[src/rtl/core/segmented_colormap_lookup_defines.svh]
// assertion macros shared by the colormap lookup rtl
// no dependencies; included by files that carry concurrent assertions
`ifndef SEGMENTED_COLORMAP_LOOKUP_DEFINES_SVH
`define SEGMENTED_COLORMAP_LOOKUP_DEFINES_SVH

// consequent must hold in the same cycle as the antecedent
`define SCL_ASSERT_SAME(label, clk, rst_n, ante, cons, msg) \
    label: assert property (@(posedge clk) disable iff (!rst_n) (ante) |-> (cons)) \
        else $error(msg);

// consequent must hold in the cycle after the antecedent
`define SCL_ASSERT_NEXT(label, clk, rst_n, ante, cons, msg) \
    label: assert property (@(posedge clk) disable iff (!rst_n) (ante) |=> (cons)) \
        else $error(msg);

`endif

[src/rtl/core/scl_pkg.sv]
// shared types, sizes and codes for the segmented colormap lookup
// no dependencies; used by scl_divider and segmented_colormap_lookup
`timescale 1ns / 1ps
`default_nettype none

package scl_pkg;

    // table geometry
    localparam int MAX_POINTS = 16;
    localparam int NUM_CH     = 3;
    localparam int IDX_W      = (MAX_POINTS > 1) ? $clog2(MAX_POINTS) : 1;
    localparam int CNT_W      = $clog2(MAX_POINTS + 1);
    localparam int ADDR_W     = $clog2(NUM_CH * MAX_POINTS);

    // field widths
    localparam int DATA_W    = 17;
    localparam int PROD_W    = 2 * DATA_W;
    localparam int PTS_W     = 5;
    localparam int CH_W      = 2;
    localparam int PIDX_W    = 4;
    localparam int CFG_IDX_W = 2;

    // divider iteration count, one quotient bit per step
    localparam int DIV_STEPS = DATA_W;
    localparam int DIV_CNT_W = $clog2(DIV_STEPS + 1);

    // item modes
    localparam logic MODE_LOAD   = 1'b0;
    localparam logic MODE_LOOKUP = 1'b1;

    // channel codes; a load on the unused code is dropped
    localparam logic [CH_W-1:0] CH_RED    = 2'd0;
    localparam logic [CH_W-1:0] CH_GREEN  = 2'd1;
    localparam logic [CH_W-1:0] CH_BLUE   = 2'd2;
    localparam logic [CH_W-1:0] CH_UNUSED = 2'd3;

    // configuration register indexes
    localparam logic [CFG_IDX_W-1:0] CFG_RED_POINTS   = 2'd0;
    localparam logic [CFG_IDX_W-1:0] CFG_GREEN_POINTS = 2'd1;
    localparam logic [CFG_IDX_W-1:0] CFG_BLUE_POINTS  = 2'd2;

    typedef logic [DATA_W-1:0] level_t;

    // one breakpoint as held in the table memory
    typedef struct packed {
        level_t key;
        level_t below;
        level_t above;
    } point_t;

    // divider status towards the sequencer
    typedef struct packed {
        logic busy;
        logic done;
    } div_status_t;

    // sequencer states
    typedef enum logic [6:0] {
        ST_IDLE   = 7'b0000001,
        ST_READ   = 7'b0000010,
        ST_CHECK  = 7'b0000100,
        ST_MUL    = 7'b0001000,
        ST_LAUNCH = 7'b0010000,
        ST_DIV    = 7'b0100000,
        ST_FIN    = 7'b1000000
    } state_t;

endpackage

`default_nettype wire

[src/rtl/core/segmented_colormap_lookup.sv]
// lookup: per channel each breakpoint scanned passes the read and check states, plus
// multiply, launch and the 17-step divider when the sample falls between two points;
// a load is written into the table while the sequencer is idle
// one item at a time: the scan reads one table slot per memory access
// synchronous active-low reset clears control and sets all point counts to 1;
// table contents are undefined until loaded
`timescale 1ns / 1ps
`default_nettype none
`include "segmented_colormap_lookup_defines.svh"

module segmented_colormap_lookup (
    input  wire logic                          aclk,
    input  wire logic                          aresetn,
    // configuration write port
    input  wire logic                          cfg_we,
    input  wire logic [scl_pkg::CFG_IDX_W-1:0] cfg_index,
    input  wire logic [scl_pkg::PTS_W-1:0]     cfg_wdata,
    // input items
    input  wire logic                          s_valid,
    output logic                               s_ready,
    input  wire logic                          s_mode,
    input  wire logic [scl_pkg::CH_W-1:0]      s_channel,
    input  wire logic [scl_pkg::PIDX_W-1:0]    s_point_index,
    input  wire logic [scl_pkg::DATA_W-1:0]    s_point_key,
    input  wire logic [scl_pkg::DATA_W-1:0]    s_level_below,
    input  wire logic [scl_pkg::DATA_W-1:0]    s_level_above,
    input  wire logic [scl_pkg::DATA_W-1:0]    s_sample,
    // results
    output logic                               m_valid,
    input  wire logic                          m_ready,
    output logic [scl_pkg::DATA_W-1:0]         m_red,
    output logic [scl_pkg::DATA_W-1:0]         m_green,
    output logic [scl_pkg::DATA_W-1:0]         m_blue
);

    localparam int DEPTH = scl_pkg::NUM_CH * scl_pkg::MAX_POINTS;

    scl_pkg::state_t               state_reg, state_next;
    logic [scl_pkg::CH_W-1:0]      ch_reg, ch_next;
    logic [scl_pkg::IDX_W-1:0]     i_reg, i_next;
    logic [scl_pkg::PTS_W-1:0]     points_reg [scl_pkg::NUM_CH];
    logic                          m_valid_reg, m_valid_next;

    scl_pkg::level_t               sample_reg, sample_next;
    scl_pkg::level_t               prev_key_reg, prev_key_next;
    scl_pkg::level_t               prev_above_reg, prev_above_next;
    scl_pkg::level_t               span_reg, span_next;
    scl_pkg::level_t               off_reg, off_next;
    scl_pkg::level_t               diff_reg, diff_next;
    scl_pkg::level_t               lo_reg, lo_next;
    logic                          neg_reg, neg_next;
    logic [scl_pkg::PROD_W-1:0]    prod_reg, prod_next;
    scl_pkg::level_t               lvl_reg [scl_pkg::NUM_CH];
    scl_pkg::level_t               red_reg, green_reg, blue_reg;

    scl_pkg::point_t               point_mem_reg [DEPTH];
    scl_pkg::point_t               rd_data_reg;
    logic [scl_pkg::ADDR_W-1:0]    rd_addr;
    logic [scl_pkg::ADDR_W-1:0]    wr_addr;
    logic                          wr_en;

    logic [scl_pkg::PTS_W-1:0]     n_raw;
    logic [scl_pkg::CNT_W-1:0]     n_use;
    logic [scl_pkg::CNT_W-1:0]     i_ext;
    logic [scl_pkg::CNT_W-1:0]     idx_inc;
    logic                          key_hit;
    logic                          out_free;
    logic                          chan_done;
    scl_pkg::level_t               chan_level;
    scl_pkg::level_t               lerp;
    logic                          div_start;
    scl_pkg::level_t               div_quot;
    scl_pkg::div_status_t          div_stat;

    // shared iterative divider for the interpolation step
    scl_divider u_div (
        .aclk     (aclk),
        .aresetn  (aresetn),
        .start    (div_start),
        .dividend (prod_reg),
        .divisor  (span_reg),
        .quotient (div_quot),
        .status   (div_stat)
    );

    assign s_ready   = (state_reg == scl_pkg::ST_IDLE);
    assign m_valid   = m_valid_reg;
    assign m_red     = red_reg;
    assign m_green   = green_reg;
    assign m_blue    = blue_reg;
    assign out_free  = !m_valid_reg || m_ready;
    assign div_start = (state_reg == scl_pkg::ST_LAUNCH);

    // points in use for the channel being scanned, zero taken as one, counts above MAX_POINTS clipped
    always_comb begin
        n_raw = points_reg[ch_reg];
        if (n_raw == '0) begin
            n_use = scl_pkg::CNT_W'(1);
        end else if (int'(n_raw) > scl_pkg::MAX_POINTS) begin
            n_use = scl_pkg::CNT_W'(scl_pkg::MAX_POINTS);
        end else begin
            n_use = scl_pkg::CNT_W'(n_raw);
        end
    end

    // scan addressing, load addressing, key compare and interpolated level
    always_comb begin
        i_ext   = scl_pkg::CNT_W'(i_reg);
        idx_inc = i_ext + 1'b1;
        rd_addr = scl_pkg::ADDR_W'(int'(ch_reg) * scl_pkg::MAX_POINTS)
                + scl_pkg::ADDR_W'(i_reg);
        wr_addr = scl_pkg::ADDR_W'(int'(s_channel) * scl_pkg::MAX_POINTS)
                + scl_pkg::ADDR_W'(s_point_index);
        wr_en   = s_valid && s_ready && (s_mode == scl_pkg::MODE_LOAD)
                && (s_channel != scl_pkg::CH_UNUSED)
                && (int'(s_point_index) < scl_pkg::MAX_POINTS);
        key_hit = rd_data_reg.key > sample_reg;
        lerp    = neg_reg ? (lo_reg - div_quot) : (lo_reg + div_quot);
    end

    // sequencer and datapath next values
    always_comb begin
        state_next      = state_reg;
        ch_next         = ch_reg;
        i_next          = i_reg;
        m_valid_next    = m_valid_reg;
        sample_next     = sample_reg;
        prev_key_next   = prev_key_reg;
        prev_above_next = prev_above_reg;
        span_next       = span_reg;
        off_next        = off_reg;
        diff_next       = diff_reg;
        lo_next         = lo_reg;
        neg_next        = neg_reg;
        prod_next       = prod_reg;
        chan_done       = 1'b0;
        chan_level      = lerp;

        // result register drains independently of the sequencer
        if (m_valid_reg && m_ready) begin
            m_valid_next = 1'b0;
        end

        case (state_reg)
            scl_pkg::ST_IDLE: begin
                if (s_valid && (s_mode == scl_pkg::MODE_LOOKUP)) begin
                    sample_next = s_sample;
                    ch_next     = scl_pkg::CH_RED;
                    i_next      = '0;
                    state_next  = scl_pkg::ST_READ;
                end
            end
            scl_pkg::ST_READ: begin
                state_next = scl_pkg::ST_CHECK;
            end
            scl_pkg::ST_CHECK: begin
                if (key_hit) begin
                    if (i_reg == '0) begin
                        chan_level = rd_data_reg.below;
                        chan_done  = 1'b1;
                    end else begin
                        // sample lies between the previous point and this one
                        span_next  = rd_data_reg.key - prev_key_reg;
                        off_next   = sample_reg - prev_key_reg;
                        lo_next    = prev_above_reg;
                        neg_next   = rd_data_reg.below < prev_above_reg;
                        diff_next  = (rd_data_reg.below < prev_above_reg)
                                   ? (prev_above_reg - rd_data_reg.below)
                                   : (rd_data_reg.below - prev_above_reg);
                        state_next = scl_pkg::ST_MUL;
                    end
                end else begin
                    prev_key_next   = rd_data_reg.key;
                    prev_above_next = rd_data_reg.above;
                    if (idx_inc == n_use) begin
                        chan_level = rd_data_reg.above;
                        chan_done  = 1'b1;
                    end else begin
                        i_next     = scl_pkg::IDX_W'(idx_inc);
                        state_next = scl_pkg::ST_READ;
                    end
                end
            end
            scl_pkg::ST_MUL: begin
                prod_next  = scl_pkg::PROD_W'(diff_reg) * scl_pkg::PROD_W'(off_reg);
                state_next = scl_pkg::ST_LAUNCH;
            end
            scl_pkg::ST_LAUNCH: begin
                state_next = scl_pkg::ST_DIV;
            end
            scl_pkg::ST_DIV: begin
                if (div_stat.done) begin
                    chan_level = lerp;
                    chan_done  = 1'b1;
                end
            end
            scl_pkg::ST_FIN: begin
                if (out_free) begin
                    m_valid_next = 1'b1;
                    state_next   = scl_pkg::ST_IDLE;
                end
            end
            default: begin
                state_next = scl_pkg::ST_IDLE;
            end
        endcase

        // move on to the next channel or to the result
        if (chan_done) begin
            i_next = '0;
            if (ch_reg == scl_pkg::CH_BLUE) begin
                state_next = scl_pkg::ST_FIN;
            end else begin
                ch_next    = ch_reg + 1'b1;
                state_next = scl_pkg::ST_READ;
            end
        end
    end

    // control state and point counts
    always_ff @(posedge aclk) begin
        if (!aresetn) begin
            state_reg   <= scl_pkg::ST_IDLE;
            ch_reg      <= scl_pkg::CH_RED;
            i_reg       <= '0;
            m_valid_reg <= 1'b0;
            for (int k = 0; k < scl_pkg::NUM_CH; k++) begin
                points_reg[k] <= scl_pkg::PTS_W'(1);
            end
        end else begin
            state_reg   <= state_next;
            ch_reg      <= ch_next;
            i_reg       <= i_next;
            m_valid_reg <= m_valid_next;
            if (cfg_we && (cfg_index == scl_pkg::CFG_RED_POINTS)) begin
                points_reg[0] <= cfg_wdata;
            end
            if (cfg_we && (cfg_index == scl_pkg::CFG_GREEN_POINTS)) begin
                points_reg[1] <= cfg_wdata;
            end
            if (cfg_we && (cfg_index == scl_pkg::CFG_BLUE_POINTS)) begin
                points_reg[2] <= cfg_wdata;
            end
        end
    end

    // datapath registers
    always_ff @(posedge aclk) begin
        sample_reg     <= sample_next;
        prev_key_reg   <= prev_key_next;
        prev_above_reg <= prev_above_next;
        span_reg       <= span_next;
        off_reg        <= off_next;
        diff_reg       <= diff_next;
        lo_reg         <= lo_next;
        neg_reg        <= neg_next;
        prod_reg       <= prod_next;
        if (chan_done) begin
            lvl_reg[ch_reg] <= chan_level;
        end
        if ((state_reg == scl_pkg::ST_FIN) && out_free) begin
            red_reg   <= lvl_reg[0];
            green_reg <= lvl_reg[1];
            blue_reg  <= lvl_reg[2];
        end
    end

    // breakpoint table: one write port for loads, one registered read for the scan
    always_ff @(posedge aclk) begin
        if (wr_en) begin
            point_mem_reg[wr_addr] <= '{key: s_point_key, below: s_level_below,
                                        above: s_level_above};
        end
        rd_data_reg <= point_mem_reg[rd_addr];
    end

    // checks on the sequencer and interpolation
    `SCL_ASSERT_SAME(a_scan_in_range, aclk, aresetn, state_reg == scl_pkg::ST_READ,
        i_ext < n_use, "scan index past last point")
    `SCL_ASSERT_SAME(a_prev_key_le, aclk, aresetn,
        (state_reg == scl_pkg::ST_CHECK) && key_hit && (i_reg != '0),
        prev_key_reg <= sample_reg, "lower key above sample")
    `SCL_ASSERT_SAME(a_quot_bound, aclk, aresetn,
        (state_reg == scl_pkg::ST_DIV) && div_stat.done,
        div_quot <= diff_reg, "step exceeds level difference")
    `SCL_ASSERT_SAME(a_div_free, aclk, aresetn, div_start, !div_stat.busy,
        "divider restarted while busy")
    `SCL_ASSERT_NEXT(a_fin_loads, aclk, aresetn, (state_reg == scl_pkg::ST_FIN) && out_free,
        m_valid_reg && (state_reg == scl_pkg::ST_IDLE), "result not presented")

endmodule

`default_nettype wire

[src/rtl/core/scl_divider.sv]
// restoring divider, one quotient bit per cycle, quotient known to fit DATA_W
// depends on scl_pkg
`timescale 1ns / 1ps
`default_nettype none

module scl_divider (
    input  wire logic                       aclk,
    input  wire logic                       aresetn,
    input  wire logic                       start,
    input  wire logic [scl_pkg::PROD_W-1:0] dividend,
    input  wire logic [scl_pkg::DATA_W-1:0] divisor,
    output scl_pkg::level_t                 quotient,
    output scl_pkg::div_status_t            status
);

    logic [scl_pkg::DATA_W-1:0]    rem_reg, rem_next;
    logic [scl_pkg::DATA_W-1:0]    quo_reg, quo_next;
    logic [scl_pkg::DATA_W-1:0]    dvs_reg, dvs_next;
    logic [scl_pkg::DIV_CNT_W-1:0] cnt_reg, cnt_next;
    logic                          busy_reg, busy_next;
    logic                          done_reg, done_next;
    logic [scl_pkg::DATA_W:0]      partial;
    logic [scl_pkg::DATA_W:0]      trial;

    // load the operands on start, else shift in the next dividend bit and try the subtraction
    always_comb begin
        partial   = {rem_reg, quo_reg[scl_pkg::DATA_W-1]};
        trial     = partial - {1'b0, dvs_reg};
        rem_next  = rem_reg;
        quo_next  = quo_reg;
        dvs_next  = dvs_reg;
        cnt_next  = cnt_reg;
        busy_next = busy_reg;
        done_next = 1'b0;
        if (start) begin
            // upper half is below the divisor, so only DATA_W steps remain
            rem_next  = dividend[scl_pkg::PROD_W-1:scl_pkg::DATA_W];
            quo_next  = dividend[scl_pkg::DATA_W-1:0];
            dvs_next  = divisor;
            cnt_next  = scl_pkg::DIV_CNT_W'(scl_pkg::DIV_STEPS);
            busy_next = 1'b1;
        end else if (busy_reg) begin
            if (!trial[scl_pkg::DATA_W]) begin
                rem_next = trial[scl_pkg::DATA_W-1:0];
                quo_next = {quo_reg[scl_pkg::DATA_W-2:0], 1'b1};
            end else begin
                rem_next = partial[scl_pkg::DATA_W-1:0];
                quo_next = {quo_reg[scl_pkg::DATA_W-2:0], 1'b0};
            end
            cnt_next = cnt_reg - 1'b1;
            if (cnt_reg == scl_pkg::DIV_CNT_W'(1)) begin
                busy_next = 1'b0;
                done_next = 1'b1;
            end
        end
    end

    // control state
    always_ff @(posedge aclk) begin
        if (!aresetn) begin
            busy_reg <= 1'b0;
            done_reg <= 1'b0;
            cnt_reg  <= '0;
        end else begin
            busy_reg <= busy_next;
            done_reg <= done_next;
            cnt_reg  <= cnt_next;
        end
    end

    // working registers
    always_ff @(posedge aclk) begin
        rem_reg <= rem_next;
        quo_reg <= quo_next;
        dvs_reg <= dvs_next;
    end

    assign quotient    = quo_reg;
    assign status.busy = busy_reg;
    assign status.done = done_reg;

endmodule

`default_nettype wire
[config.mk]
export PLATFORM = sky130hd
export DESIGN_NAME = segmented_colormap_lookup
export DESIGN_NICKNAME = d
export VERILOG_FILES = /design/src/rtl/core/scl_pkg.sv /design/src/rtl/core/segmented_colormap_lookup.sv /design/src/rtl/core/scl_divider.sv
export VERILOG_INCLUDE_DIRS = /design/src /design/src/rtl/core
export SDC_FILE = /design/constraint.sdc
export NUM_CORES = 2
export LEC_CHECK = 0
export ABC_AREA = 0
export CAP_MARGIN = 10
export CORE_ASPECT_RATIO = 0.9
export CORE_MARGIN = 2
export CORE_UTILIZATION = 50
export CTS_BUF_LIST = sky130_fd_sc_hd__clkbuf_2
export DETAILED_ROUTE_END_ITERATION = 12
export DONT_BUFFER_PORTS = 1
export REMOVE_ABC_BUFFERS = 1
export SYNTH_ARGS = -nofsm -noshare
export SYNTH_HDL_FRONTEND = slang
export SYNTH_SLANG_ARGS = --single-unit
[constraint.sdc]
create_clock -name aclk -period 8.2 [get_ports aclk]
set_input_delay 1.64 -clock aclk [delete_from_list [all_inputs] [get_ports aclk]]
set_output_delay 1.64 -clock aclk [all_outputs]
set_load 0.02 [all_outputs]
# Word-level counts from Yosys, hierarchy flattened
# Memories as Yosys holds them, arrays and structs flattened. A register that Yosys moved wholly into a read port is not among the register bits.
# Cells that the tools add are included.
dict set report word_totals {
  out_inout_bits 53
  elab_cells 154
  memories 3
  reg_bits 226
  ramBits 2514
  in_bits 87
}
# memory words word_bits read_ports rd_clocked_by_memory_dff write_ports line
set mem_list {}
lappend mem_list {point_mem_reg 48 51 1 1 1 segmented_colormap_lookup.sv:56} ;# scl_pkg::point_t point_mem_reg [DEPTH];
lappend mem_list {lvl_reg 3 17 3 3 1 segmented_colormap_lookup.sv:53} ;# scl_pkg::level_t lvl_reg [scl_pkg::NUM_CH];
lappend mem_list {points_reg 3 5 1 1 3 segmented_colormap_lookup.sv:41} ;# logic [scl_pkg::PTS_W-1:0] points_reg [scl_pkg::NUM_CH];
dict set report op_classes {
  magnitude_cmp 3
  n_bitwise 8
  reduce_logical 24
  addsub 12
  n_eq_ne 21
  muxes 62
  multipliers 1
}
# cell count
set ops {}
lappend ops {{$mux W17} 11}
lappend ops {{$sub A17 B17 Y17} 5}
lappend ops {{$mux W7} 7}
lappend ops {{$pmux W7 S7} 1}
lappend ops {{$mux W5} 7}
lappend ops {{$mul A17 B17 Y34} 1}
lappend ops {{$mux W1} 26}
lappend ops {{$sub A18 B17 Y18} 1}
lappend ops {{$add A17 B17 Y17} 1}
lappend ops {{$gt A17 B17 Y1} 1}
lappend ops {{$lt A17 B17 Y1} 1}
lappend ops {{$add A6 B4 Y6} 2}
lappend ops {{$mux W4} 3}
lappend ops {{$mux W2} 5}
lappend ops {{$logic_and A1 B1 Y1} 9}
lappend ops {{$ne A2 B2 Y1 const B} 4}
lappend ops {{$ne A4 B4 Y1 const B} 2}
lappend ops {{$pmux W4 S2} 1}
lappend ops {{$eq A7 B1 Y1 const B} 1}
lappend ops {{$eq A7 B2 Y1 const B} 1}
lappend ops {{$eq A7 B3 Y1 const B} 1}
lappend ops {{$eq A7 B4 Y1 const B} 1}
lappend ops {{$eq A7 B5 Y1 const B} 1}
lappend ops {{$eq A7 B6 Y1 const B} 1}
lappend ops {{27 further kinds} 37}

# Longest topological paths before layout
dict set report logic_depth {
  depth_word 9
  ltp_mapped 24
  depth_no_buf 23
}

# By module
# Synthesis repeated with hierarchy kept, for this count alone.
dict set report unflattened {
  cells_unflattened 6197
  hier_area_um2 120795.9
}
# mod cells_each seq_area_each_um2 n_inst area_each_um2
set by_module_without_submodules {}
lappend by_module_without_submodules {segmented_colormap_lookup 5904 82949.6 1 117514.0}
lappend by_module_without_submodules {scl_divider 293 1671.6 1 3281.9}

# Least setup slack after synthesis
# Ideal clock, no wire load.
dict set report synth_path {
  path_type {reg2reg}
  start {reg off_reg[2]}
  end {reg prod_reg[31] (netlist name) (data pin)}
  setup_ns 0.266
  arrival_time_ns 5.894
  period_less_slack_ns 6.160
  path_buffers 1
  required_ns 7.934
  path_stages_with_launch 22
  setup_slack_ns 2.040
  cell_sequence {edfxtp_1 > clkbuf_1 > nand2_1 > fa_1 > fa_1 > fa_1 > fa_1 > inv_1 > fa_1 > inv_1 > fa_1 > inv_1 > ha_1 > nand4_1 > nor4_1 > nor4b_1 > a21oi_1 > nor2_1 > o211a_1 > o41ai_4 > or4b_1 > nand4b_1}
}
dict set report synth_between {
  elab_chain_cells 1
}
# element line
set synth_rtl {}
lappend synth_rtl {{start, declared} segmented_colormap_lookup.sv:48} ;# scl_pkg::level_t off_reg, off_next;
lappend synth_rtl {{start signal, assigned} segmented_colormap_lookup.sv:253} ;# off_reg <= off_next;
lappend synth_rtl {{$mul A17 B17 Y34} segmented_colormap_lookup.sv:185} ;# prod_next = scl_pkg::PROD_W'(diff_reg) * scl_pkg::PROD_W'(off_reg);
lappend synth_rtl {{end signal, assigned} segmented_colormap_lookup.sv:257} ;# prod_reg <= prod_next;
lappend synth_rtl {{end, declared} segmented_colormap_lookup.sv:52} ;# logic [scl_pkg::PROD_W-1:0] prod_reg, prod_next;
# No other way between the ends.
# A chain may end at the register's enable or synchronous reset.

# Worst setup path after layout
dict set report layout_path {
  start {reg diff_reg[10]}
  end {reg prod_reg[31] (netlist name) (data pin)}
}
dict set report layout_between {
  elab_chain_cells 1
}
# element line
set layout_rtl {}
lappend layout_rtl {{start, declared} segmented_colormap_lookup.sv:49} ;# scl_pkg::level_t diff_reg, diff_next;
lappend layout_rtl {{start signal, assigned} segmented_colormap_lookup.sv:254} ;# diff_reg <= diff_next;
lappend layout_rtl {{$mul A17 B17 Y34} segmented_colormap_lookup.sv:185}
# No other way between the ends.

==> results.tsv <==
metric	value	unit
cts-root-buf	clkbuf_2	
seqCellArea	84600	um2
cts_resized	0	
fill_cells	18600	
fin_util	0.557	
drive_gt1_frac	0.287	
clk_latency	1.87	ns
drtIter0Drc	6786	
die_x	521	um
worstPathCellList	nand2_1 > fa_1 > fa_1 > fa_1 > fa_1 > inv_1 > fa_1 > inv_1 > fa_1 > inv_1 > ha_1 > nand4_1 > nor4_1 > nor4b_1 > a21oi_1 > nor2_1 > o211a_1 > o41ai_4 > or4b_1 > nand4b_1	
async_reset_ff_frac	0	
post-route-period-util	0.882	
relSlewSlack	0.118	
yosysWarnings	0	
crit_required	9.61	ns
syn_to_final_growth	10.5	%
syn_area	120000	um2
io_buffers	0	
first_pass_iters	5	
tns	0	ns
ant_nets	0	
synth-seq-area-share	0.703	
synthCells	6168	
die-area	245000	um2
final_common_cell	edfxtp_1	
cts.htree.levels	6	
grt_max_degree	107	
grt_pass1_wl	449000	um
cts_sinks	2842	
path_max_fanout	17	
synth_ff_type	edfxtp_1	
avgRoutedWirePerCell	29.5	um
cp-end-kind	flop	
cp-start-kind	flop	
start_util	0.504	
fmax	0.138	GHz
grt_pass1_vias	64800	
synth.largest_area_cell	edfxtp_1	
cts.clk_slew.worst_paths	0.10	ns
max_cap_violations	0	
maxSlewViolCount	0	
rsz0062_at_grt	no	
crit_buf_inv	3	
ys_seq_elements	2842	
cellPowerDensity	193	nW/um2
num_rows	170	
skew	0.275	ns
grtUsageTotal	0.256	
setup_viol	0	
ioPinCount	140	
die_h	469	um
crit_type	reg2reg	
crit_family	adder cells	
wl	311000	um
period_minus_slack	7.24	ns
core_area	239000	um2
yosys-top-cells-area	edfxtp_1 69%, mux4_2 14%, fa_1 3.8%	
min_path_type	in2reg	
crit_path_top_delay_cell	edfxtp_1	
p_leak	44.3	nW
gp_congestion	0.823	
synth_edf_count	2770	
clk_path_buf_depth	4	
max_stage_delay	0.85	ns
grt_overflow_total	0	
ys_types	87	
syn_avg_cell_area	19.5	um2
largest_reg_flops	2448	
worst_pin_slew	1.31	ns
multi_input_area	33500	um2
report.power.total	0.0257	W
status	finished clean	
ir_drop	0.152	mV
cts_tree	built	
hold_viol	0	
final_cell_mix	2,770 x edfxtp_1, 1,022 x clkbuf_2, 765 x mux4_2	
grt_antenna_before_repair	15	
finalNetCount	7389	
viasPerCell	5.89	
yosysTopAreaCellShare	0.691	
dp_hpwl	174000	um
cts_buffers	700	
vias	62200	
crit_arrival	8.64	ns
hold-worst-slack	0.224	ns
worst_path_most_repeated_cell	fa_1	
drc	0	
## kinds of logic (layout without fill, tap and decap cells)
kind of cell,count (synthesis),count (layout),synth area share
flops,2842,2842,0.703
mux,851,851,0.150
simple gates,814,814,0.0325
buf+inv,671,1869,0.0216
fa+ha+maj,458,458,0.0620
compound gates,407,407,0.0212
xor+xnor,125,125,0.00922
other cells,0,12,0
## cell usage after synthesis, drive strengths merged (15+ instances only)
library cell and number:
edfxtp 2770, mux4 765, inv 408, nand2 341, fa 230, ha 228
clkbuf 170, nor2 153, o21ai 149, and2 139, xnor2 94, buf 93
a21oi 92, mux2i 80, dfxtp 72, a21o 35, nor3 34, xor2 31
nor2b 26, nand3 22, o21a 22, a22oi 21, nand2b 15
## stage by stage
stage	setup WS [ns]	instance area [um2]	std cells
2_1_floorplan	-21.25	119000	5905
4_1_cts	0.984	133000	10500
3_5_place_dp	0.914	125000	9203
5_1_grt	0.606	133000	10600
6_report	0.964	133000	10600
3_3_place_gp	1.03	125000	9202
## power by group
part	total [W]	switching [W]	internal [W]	leakage, nW
registers	0.0159	0.0000149	0.0159	25.5
clock network	0.00934	0.00573	0.00361	4.74
logic	0.000393	0.000276	0.000117	14.0
## final cells by class
class                      count  area share
antenna                       12    0.000226
tap                         3182      0.0299
sequential                  2842       0.636
multi-input combinational   2655       0.252
inverter                     408      0.0115
clock inverter               202     0.00866
clock buffer                1022      0.0385
timing repair buffer         237      0.0225
## worst paths after layout
path                    start                   end  slack, ns  cells past startpoint
max              diff_reg[10]          prod_reg[31]       0.96                     20
min          s_level_below[5]  point_mem_reg[9][22]       0.22                      1
max reg2reg      diff_reg[10]          prod_reg[31]       0.96                     20
min reg2reg       span_reg[5]      u_div.dvs_reg[5]       0.40                      0
## what timing repair did
item,CTS,global route
buffers inserted,0,0
hold endpoints to repair,2479,0
hold buffers,120,0
## metal layers
| layer | wire length [um] | global-route usage | share of wire |
|---|---|---|---|
| met1 | 127000 | 0.356 | 0.41 |
| met2 | 153000 | 0.415 | 0.49 |
| met3 | 24500 | 0.0508 | 0.079 |
| met4 | 6870 | 0.0681 | 0.022 |
| met5 | 101 | 0 | 0.00032 |
No activity file was read; power rests on OpenSTA's default activity.
